### config.mk
export PLATFORM = sky130hd
export DESIGN_NAME = cnmf_lane
export DESIGN_NICKNAME = d
export VERILOG_FILES = /design/src/cnmf_pkg.sv /design/src/cnmf_lane.sv
export SDC_FILE = /design/constraint.sdc
export NUM_CORES = 1
export LEC_CHECK = 0
export ABC_CLOCK_PERIOD_IN_PS = 6300
export BUFFER_PORTS_ARGS = -buffer_cell sky130_fd_sc_hd__buf_2
export CAP_MARGIN = 20
export CORE_MARGIN = 2
export CORE_UTILIZATION = 45
export DETAILED_ROUTE_END_ITERATION = 6
export SYNTH_ARGS = -nofsm -noshare
export SYNTH_HDL_FRONTEND = slang
export SYNTH_SLANG_ARGS = --single-unit
### constraint.sdc
create_clock -name clk_i -period 6.3 [get_ports clk_i]
set_clock_uncertainty 0.05 [all_clocks]
set_input_delay 0.63 -clock clk_i [delete_from_list [all_inputs] [get_ports clk_i]]
set_output_delay 0.63 -clock clk_i [all_outputs]
set_load 0.02 [all_outputs]
### src/cnmf_pkg.sv
package cnmf_pkg;

  localparam int CH_W   = 8;
  localparam int CFG_W  = 11;
  localparam logic [CFG_W-1:0] CFG_RESET = 11'd1024;

  // A sum of up to five channel values, and the count of terms in it.
  localparam int SUM_W  = CH_W + 3;
  localparam int CNT_W  = 3;

  // Exact floor division of a SUM_W-bit value by three and by five:
  // multiply by the rounded-up reciprocal and drop the low bits.
  localparam int K3       = SUM_W + 2;
  localparam int K5       = SUM_W + 3;
  localparam int RECIP3   = (2 ** K3 + 2) / 3;
  localparam int RECIP5   = (2 ** K5 + 4) / 5;
  localparam int RECIP_W  = K5 - 2;
  localparam int PROD_W   = SUM_W + RECIP_W;

  localparam logic OP_PIXEL = 1'b0;
  localparam logic OP_DRAIN = 1'b1;

  typedef struct packed {
    logic            opcode;
    logic [CH_W-1:0] in_red;
    logic [CH_W-1:0] in_green;
    logic [CH_W-1:0] in_blue;
    logic [CH_W-1:0] in_alpha;
  } in_item_t;

  typedef struct packed {
    logic [CH_W-1:0] out_red;
    logic [CH_W-1:0] out_green;
    logic [CH_W-1:0] out_blue;
    logic [CH_W-1:0] out_alpha;
    logic            frame_done;
  } out_item_t;

  typedef struct packed {
    logic [CH_W-1:0] red;
    logic [CH_W-1:0] green;
    logic [CH_W-1:0] blue;
  } rgb_t;

  typedef struct packed {
    logic [CH_W-1:0] red;
    logic [CH_W-1:0] green;
    logic [CH_W-1:0] blue;
    logic [CH_W-1:0] alpha;
  } rgba_t;

  // Neighbourhood as read from the line stores for one pending pixel.
  typedef struct packed {
    rgba_t centre;
    rgb_t  left;
    rgb_t  right;
    rgb_t  above;
  } nbhd_t;

  typedef struct packed {
    logic left;
    logic right;
    logic below;
    logic above;
  } nb_use_t;

  typedef struct packed {
    logic sum_en;
    logic mul_en;
  } lane_ctl_t;

  function automatic rgb_t rgb_of(input rgba_t px);
    rgb_t res;
    res.red   = px.red;
    res.green = px.green;
    res.blue  = px.blue;
    return res;
  endfunction

endpackage

### src/cnmf_lane.sv
module cnmf_lane (
  input  logic                    clk_i,
  input  cnmf_pkg::lane_ctl_t     ctl_i,
  input  cnmf_pkg::nb_use_t       use_i,
  input  logic [cnmf_pkg::CH_W-1:0] centre_i,
  input  logic [cnmf_pkg::CH_W-1:0] left_i,
  input  logic [cnmf_pkg::CH_W-1:0] right_i,
  input  logic [cnmf_pkg::CH_W-1:0] below_i,
  input  logic [cnmf_pkg::CH_W-1:0] above_i,
  output logic [cnmf_pkg::CH_W-1:0] mean_o
);
  import cnmf_pkg::*;

  logic [SUM_W-1:0]   sum_d, sum_q;
  logic [CNT_W-1:0]   cnt_d, cnt_q;
  logic [RECIP_W-1:0] recip;
  logic [PROD_W-1:0]  prod_q;

  always_comb begin
    sum_d = SUM_W'(centre_i)
          + (use_i.left  ? SUM_W'(left_i)  : '0)
          + (use_i.right ? SUM_W'(right_i) : '0)
          + (use_i.below ? SUM_W'(below_i) : '0)
          + (use_i.above ? SUM_W'(above_i) : '0);
    cnt_d = CNT_W'(1) + CNT_W'(use_i.left) + CNT_W'(use_i.right)
          + CNT_W'(use_i.below) + CNT_W'(use_i.above);
  end

  assign recip = (cnt_q == CNT_W'(5)) ? RECIP_W'(RECIP5) : RECIP_W'(RECIP3);

  always_ff @(posedge clk_i) begin
    if (ctl_i.sum_en) begin
      sum_q <= sum_d;
      cnt_q <= cnt_d;
    end
    if (ctl_i.mul_en) begin
      prod_q <= PROD_W'(sum_q) * PROD_W'(recip);
    end
  end

  // Powers of two shift; three and five come from the registered product.
  always_comb begin
    case (cnt_q)
      CNT_W'(1): mean_o = sum_q[CH_W-1:0];
      CNT_W'(2): mean_o = sum_q[CH_W:1];
      CNT_W'(3): mean_o = prod_q[K3 +: CH_W];
      CNT_W'(4): mean_o = sum_q[CH_W+1:2];
      CNT_W'(5): mean_o = prod_q[K5 +: CH_W];
      default:   mean_o = '0;
    endcase
  end

endmodule

==> results of run 1 <==
final timing paths:
check,depth (start not counted),endpoint,from,slack [ns]
worst max-delay path,17,prod_q[18],cnt_q[1],0.35
worst min-delay path,1,prod_q[21],ctl_i[0],0.68
worst max register to register,17,prod_q[18],cnt_q[1],0.35
worst min register to register,3,prod_q[21],sum_q[10],0.94
metal layers:
metal  up-vias  global-route usage (%)  share of wire, %
li1       1710                       -                 -
met1      1671                    23.8                44
met2        69                    36.3                52
met3         6                    1.61               3.7
met4         0                    1.92              0.50
met5         -                       0                 0
cell usage in the layout, fill, tap and decap left out, types with 3 or more instances in the layout:
master / n
nor2_1: 14
nand4_1: 3
fa_1: 76
o21ai_0: 12
nor3_1: 4
o21bai_1: 4
ha_1: 76
conb_1: 6
xnor2_1: 13
and3_1: 3
clkbuf_8: 3
mux2i_1: 9
xor2_1: 6
a21oi_1: 18
a21o_1: 3
nor2b_1: 6
o21ai_1: 3
buf_2: 54
nand2_1: 22
nand3_1: 3
mux2_2: 3
and2_1: 41
edfxtp_1: 23
o22ai_1: 3
inv_1: 117
cell families (layout without fill, tap and decap cells):
| kind of cell | Yosys count | in the layout | share of synthesized area (%) |
|---|---|---|---|
| buffers and inverters | 125 | 176 | 9.55 |
| AO/OA/AOI/OAI | 62 | 62 | 8.38 |
| adder cells (fa/ha/maj) | 152 | 152 | 50.0 |
| other | 2 | 6 | 0.152 |
| AND/OR/NAND/NOR | 106 | 106 | 12.0 |
| multiplexers | 12 | 12 | 2.51 |
| XOR/XNOR | 19 | 19 | 3.37 |
| flip-flops | 23 | 23 | 14.0 |
metrics by stage:
step                      cells  area, µm²  util (%)  hold WS [ns]  worst slack, ns
final                       696       5420      50.2         0.677            0.353
after global routing        696       5420      50.2         0.681            0.119
after CTS                   696       5420      50.2         0.683            0.430
after detailed placement    692       5380      49.8         0.920            0.446
after global placement      692       5380      49.8         0.908            0.565
after floorplan             505       4960         -         0.692             1.07
final cells by class:
class,count,area [µm²],share of cell area [%]
multi-input combinational,357,3790,70.0
sequential,23,691,12.7
inverter,117,439,8.10
timing repair buffer,55,278,5.12
tap,140,175,3.23
clock buffer,3,41.3,0.761
clock inverter,1,5.00,0.0923
sequential cells by signal, summed over array words and instances (netlist names):
| register | count |
|---|---|
| prod_q | 9 |
| cnt_q | 3 |
| sum_q | 11 |
==> flow_summary.ini, run 1 <==
[die]
die-area_um2 = 11800
num_rows = 38
core_region_area_um2 = 10800
ios = 55
initial_utilization_pct = 45.8
die_y_um = 109
die_w_um = 109

[global_route]
grt_usage_pct = 18.9
grt_pass1_vias = 3619
grt_pass1_wl_mm = 17.2
grt_max_degree = 20
antenna_found_initial = 0
overflow = 0

[placement]
hpwl_mm = 9.31
gp_congestion = 0.872
portBuffers = 54

[clocking]
clk-insertion-delay-late_ns = 0.27
h-tree-depth = 1
cts_tree = yes
cts-resized-gates = 0
post_cts_buffers = 0
cts.sinks = 23
cts-hold-fix-buffers = 0
clockBufferDepth = 2
cts_root_buf = clkbuf_8
clkTransAtPathRegs_ns = 0.09
cts_buffers = 3

[route]
avgViaCountPerCell = 4.97
vias = 3456
ant_nets = 0
wl_mm = 10.3
drtIter0Drc = 129
route.detailed.drc = 0
wl_per_cell_um = 14.9
first_pass_iters = 4

[synth]
synth-seq-area-share_pct = 14.0
synth_edf_count = 23
synth_area_um2 = 4940
synthArstFlopShare_pct = 0
synth.most_common_cell = inv_1
yosys_warnings = 0
syn_inst = 501
yosysTopAreaCellShare_pct = 30.8
synth_common_cells = inv_1 (117), fa_1 (76), ha_1 (76)
ys.flop_type = edfxtp_1
ys_ff_latch = 23
yosysTopAreaCell = fa_1
postSynthAreaPerCell_um2 = 9.86
synth.area.top_cells = fa_1 (31%), ha_1 (19%), edfxtp_1 (14%)
ys_types = 47

[setup_path]
crit_arrival_ns = 5.93
path_max_fanout = 13
cp_cell_sequence = and3b_2 > nand2_1 > fa_1 > fa_1 > inv_1 > fa_1 > fa_1 > inv_1 > fa_1 > inv_1 > ha_1 > nand4_1 > nor4_1 > o21ai_1 > a31oi_1 > nor2_1 > xnor2_1
critPathKind = reg -> reg
required_ns = 6.28
setup.worst_path.end_class = flop
crit_family = adder cells
crit_buf_inv = 3
crit_path_start_kind = flop
max_stage_delay_ns = 0.57
cp_slowest_cell = edfxtp_1
worst_path_most_repeated_cell = fa_1

[timing]
hold_viol = 0
setup_tns_ns = 0
setup_viol = 0
period_share_pct = 94.4
maxSlewViolCount = 0
fmax_ghz = 0.168
tightestPinTransition_ns = 0.507
fin_crit_ns = 5.95
grt_setup_unrepaired = no
slew_headroom_pct = 65.9

[layout]
final_nets = 756
drive_gt1_share_pct = 12.8
fill_cells = 1007
area_delta_synth_final_pct = 9.75
antenna_cells = 0

[run]
drv_cap = 0

[status]
status = completed

[worst_hold_path]
min_path_type = in -> reg
Power of run 1 is not shown: default switching activity piles up to over one toggle a cycle in this logic, so the estimate is an artifact.
==> run 2, diff against run 1 <==
--- a/config.mk
+++ b/config.mk
@@ -8,7 +8,7 @@
 export ABC_CLOCK_PERIOD_IN_PS = 6300
 export BUFFER_PORTS_ARGS = -buffer_cell sky130_fd_sc_hd__buf_2
 export CAP_MARGIN = 20
-export CORE_MARGIN = 2
+export CORE_MARGIN = 1
 export CORE_UTILIZATION = 45
 export DETAILED_ROUTE_END_ITERATION = 6
 export SYNTH_ARGS = -nofsm -noshare
==> run 2 against run 1 <==
Critical path depth is the same; worst setup slack gained 0.12 ns; register-to-register slack gained 0.12 ns; sequential cell count is the same; utilization grew 1.5 points; non-clock buffer count is the same; final cell count shrank 0.57%; via count grew 0.98%; worst hold slack gained 0.018 ns.
==> flow_summary.ini, run 2 (same netlist as run 1, synthesis figures left out) <==
[status]
status = completed

[timing]
tightestPinTransition_ns = 0.486
fin_crit_ns = 5.83
slew_headroom_pct = 67.3
hold_viol = 0
worst_slack_ns = 0.470
grt_setup_unrepaired = no
setup_tns_ns = 0
period_share_pct = 92.5
maxSlewViolCount = 0
fmax_ghz = 0.172
setup_viol = 0

[layout]
drive_gt1_share_pct = 12.8
regMostFlops = sum_q
fill_cells = 994
largest_register_ffs = 11
area_delta_synth_final_pct = 9.65
fin_cells = 692
multiInputGateArea_um2 = 3790
layout_commonest_cell = inv_1
final_core_util_pct = 51.8
reg.largest.list = sum_q (11), prod_q (9), cnt_q (3)
antenna_cells = 0
final_nets = 756
final_cell_mix = inv_1 (117), fa_1 (76), ha_1 (76)
seq_area_um2 = 691

[clocking]
cts_root_buf = clkbuf_8
clockBufferDepth = 2
cts_tree = yes
cts_buffers = 3
clkTransAtPathRegs_ns = 0.08
cts-hold-fix-buffers = 0
h-tree-depth = 1
post_cts_buffers = 0
clk-insertion-delay-late_ns = 0.26
cts.sinks = 23
cts-resized-gates = 0

[die]
ios = 55
die-area_um2 = 11400
core_region_area_um2 = 10500
die_y_um = 107
initial_utilization_pct = 47.2
num_rows = 37
die_w_um = 107

[setup_path]
path_max_fanout = 13
required_ns = 6.27
critPathKind = reg -> reg
setup.worst_path.end_class = flop
crit_arrival_ns = 5.80
crit_path_start_kind = flop

[route]
wl_per_cell_um = 15.2
avgViaCountPerCell = 5.04
route.detailed.drc = 0
ant_nets = 0
wl_mm = 10.5
vias = 3490
first_pass_iters = 4
drtIter0Drc = 159

[placement]
place_ws_ns = 0.523
gp_congestion = 0.891
placedCellCount = 688
portBuffers = 54
hpwl_mm = 9.43

[global_route]
grt_pass1_wl_mm = 17.7
overflow = 0
grt.busiest_layer = met2
met1_usage_pct = 24.9
grt_usage_pct = 20.2
use_met2_pct = 37.9
met3_usage_pct = 1.95
grt_pass1_vias = 3771
grt_max_degree = 20
antenna_found_initial = 0

[run]
drv_cap = 0

[worst_hold_path]
min_path_type = in -> reg
==> run 2: worst paths after layout <==
kind / start / to / slack, ns / cells past startpoint
worst min-delay path: ctl_i[0] / prod_q[21] / 0.69 / 1
worst max-delay path: cnt_q[1] / prod_q[18] / 0.47 / 17
worst max register to register: cnt_q[1] / prod_q[18] / 0.47 / 17
worst min register to register: sum_q[10] / prod_q[21] / 0.94 / 3
==> run 2: critical path: stages (launching register included) <==
cell and delay (ns):
edfxtp_1 0.55, and3b_2 0.48, nand2_1 0.13, fa_1 0.43
fa_1 0.54, inv_1 0.06, fa_1 0.52, fa_1 0.56
inv_1 0.06, fa_1 0.53, inv_1 0.04, ha_1 0.34
nand4_1 0.25, nor4_1 0.44, o21ai_1 0.17, a31oi_1 0.25
nor2_1 0.08, xnor2_1 0.12
==> run 2: per-stage QoR <==
step,instance area [µm²],hold slack [ns]
6_report,5420,0.695
5_1_grt,5420,0.689
4_1_cts,5420,0.690
3_5_place_dp,5370,0.930
3_3_place_gp,5370,0.923
2_1_floorplan,4960,0.692
==> run 2: routing by layer <==
layer  share of wire [%]  vias to the layer above
met4                 1.8                        0
met5                   0                        -
met2                  51                       87
met1                  43                     1680
li1                    -                     1709
met3                 3.7                       14
==> run 2: layout make-up <==
class / count / share of cell area, %
Timing Repair Buffer: 55 / 5.13
Tap cell: 136 / 3.14
Sequential cell: 23 / 12.7
Inverter: 117 / 8.11
Multi-Input combinational cell: 357 / 70.0
Clock inverter: 1 / 0.0924
Clock buffer: 3 / 0.762
Power of run 2 is left out for the same reason.
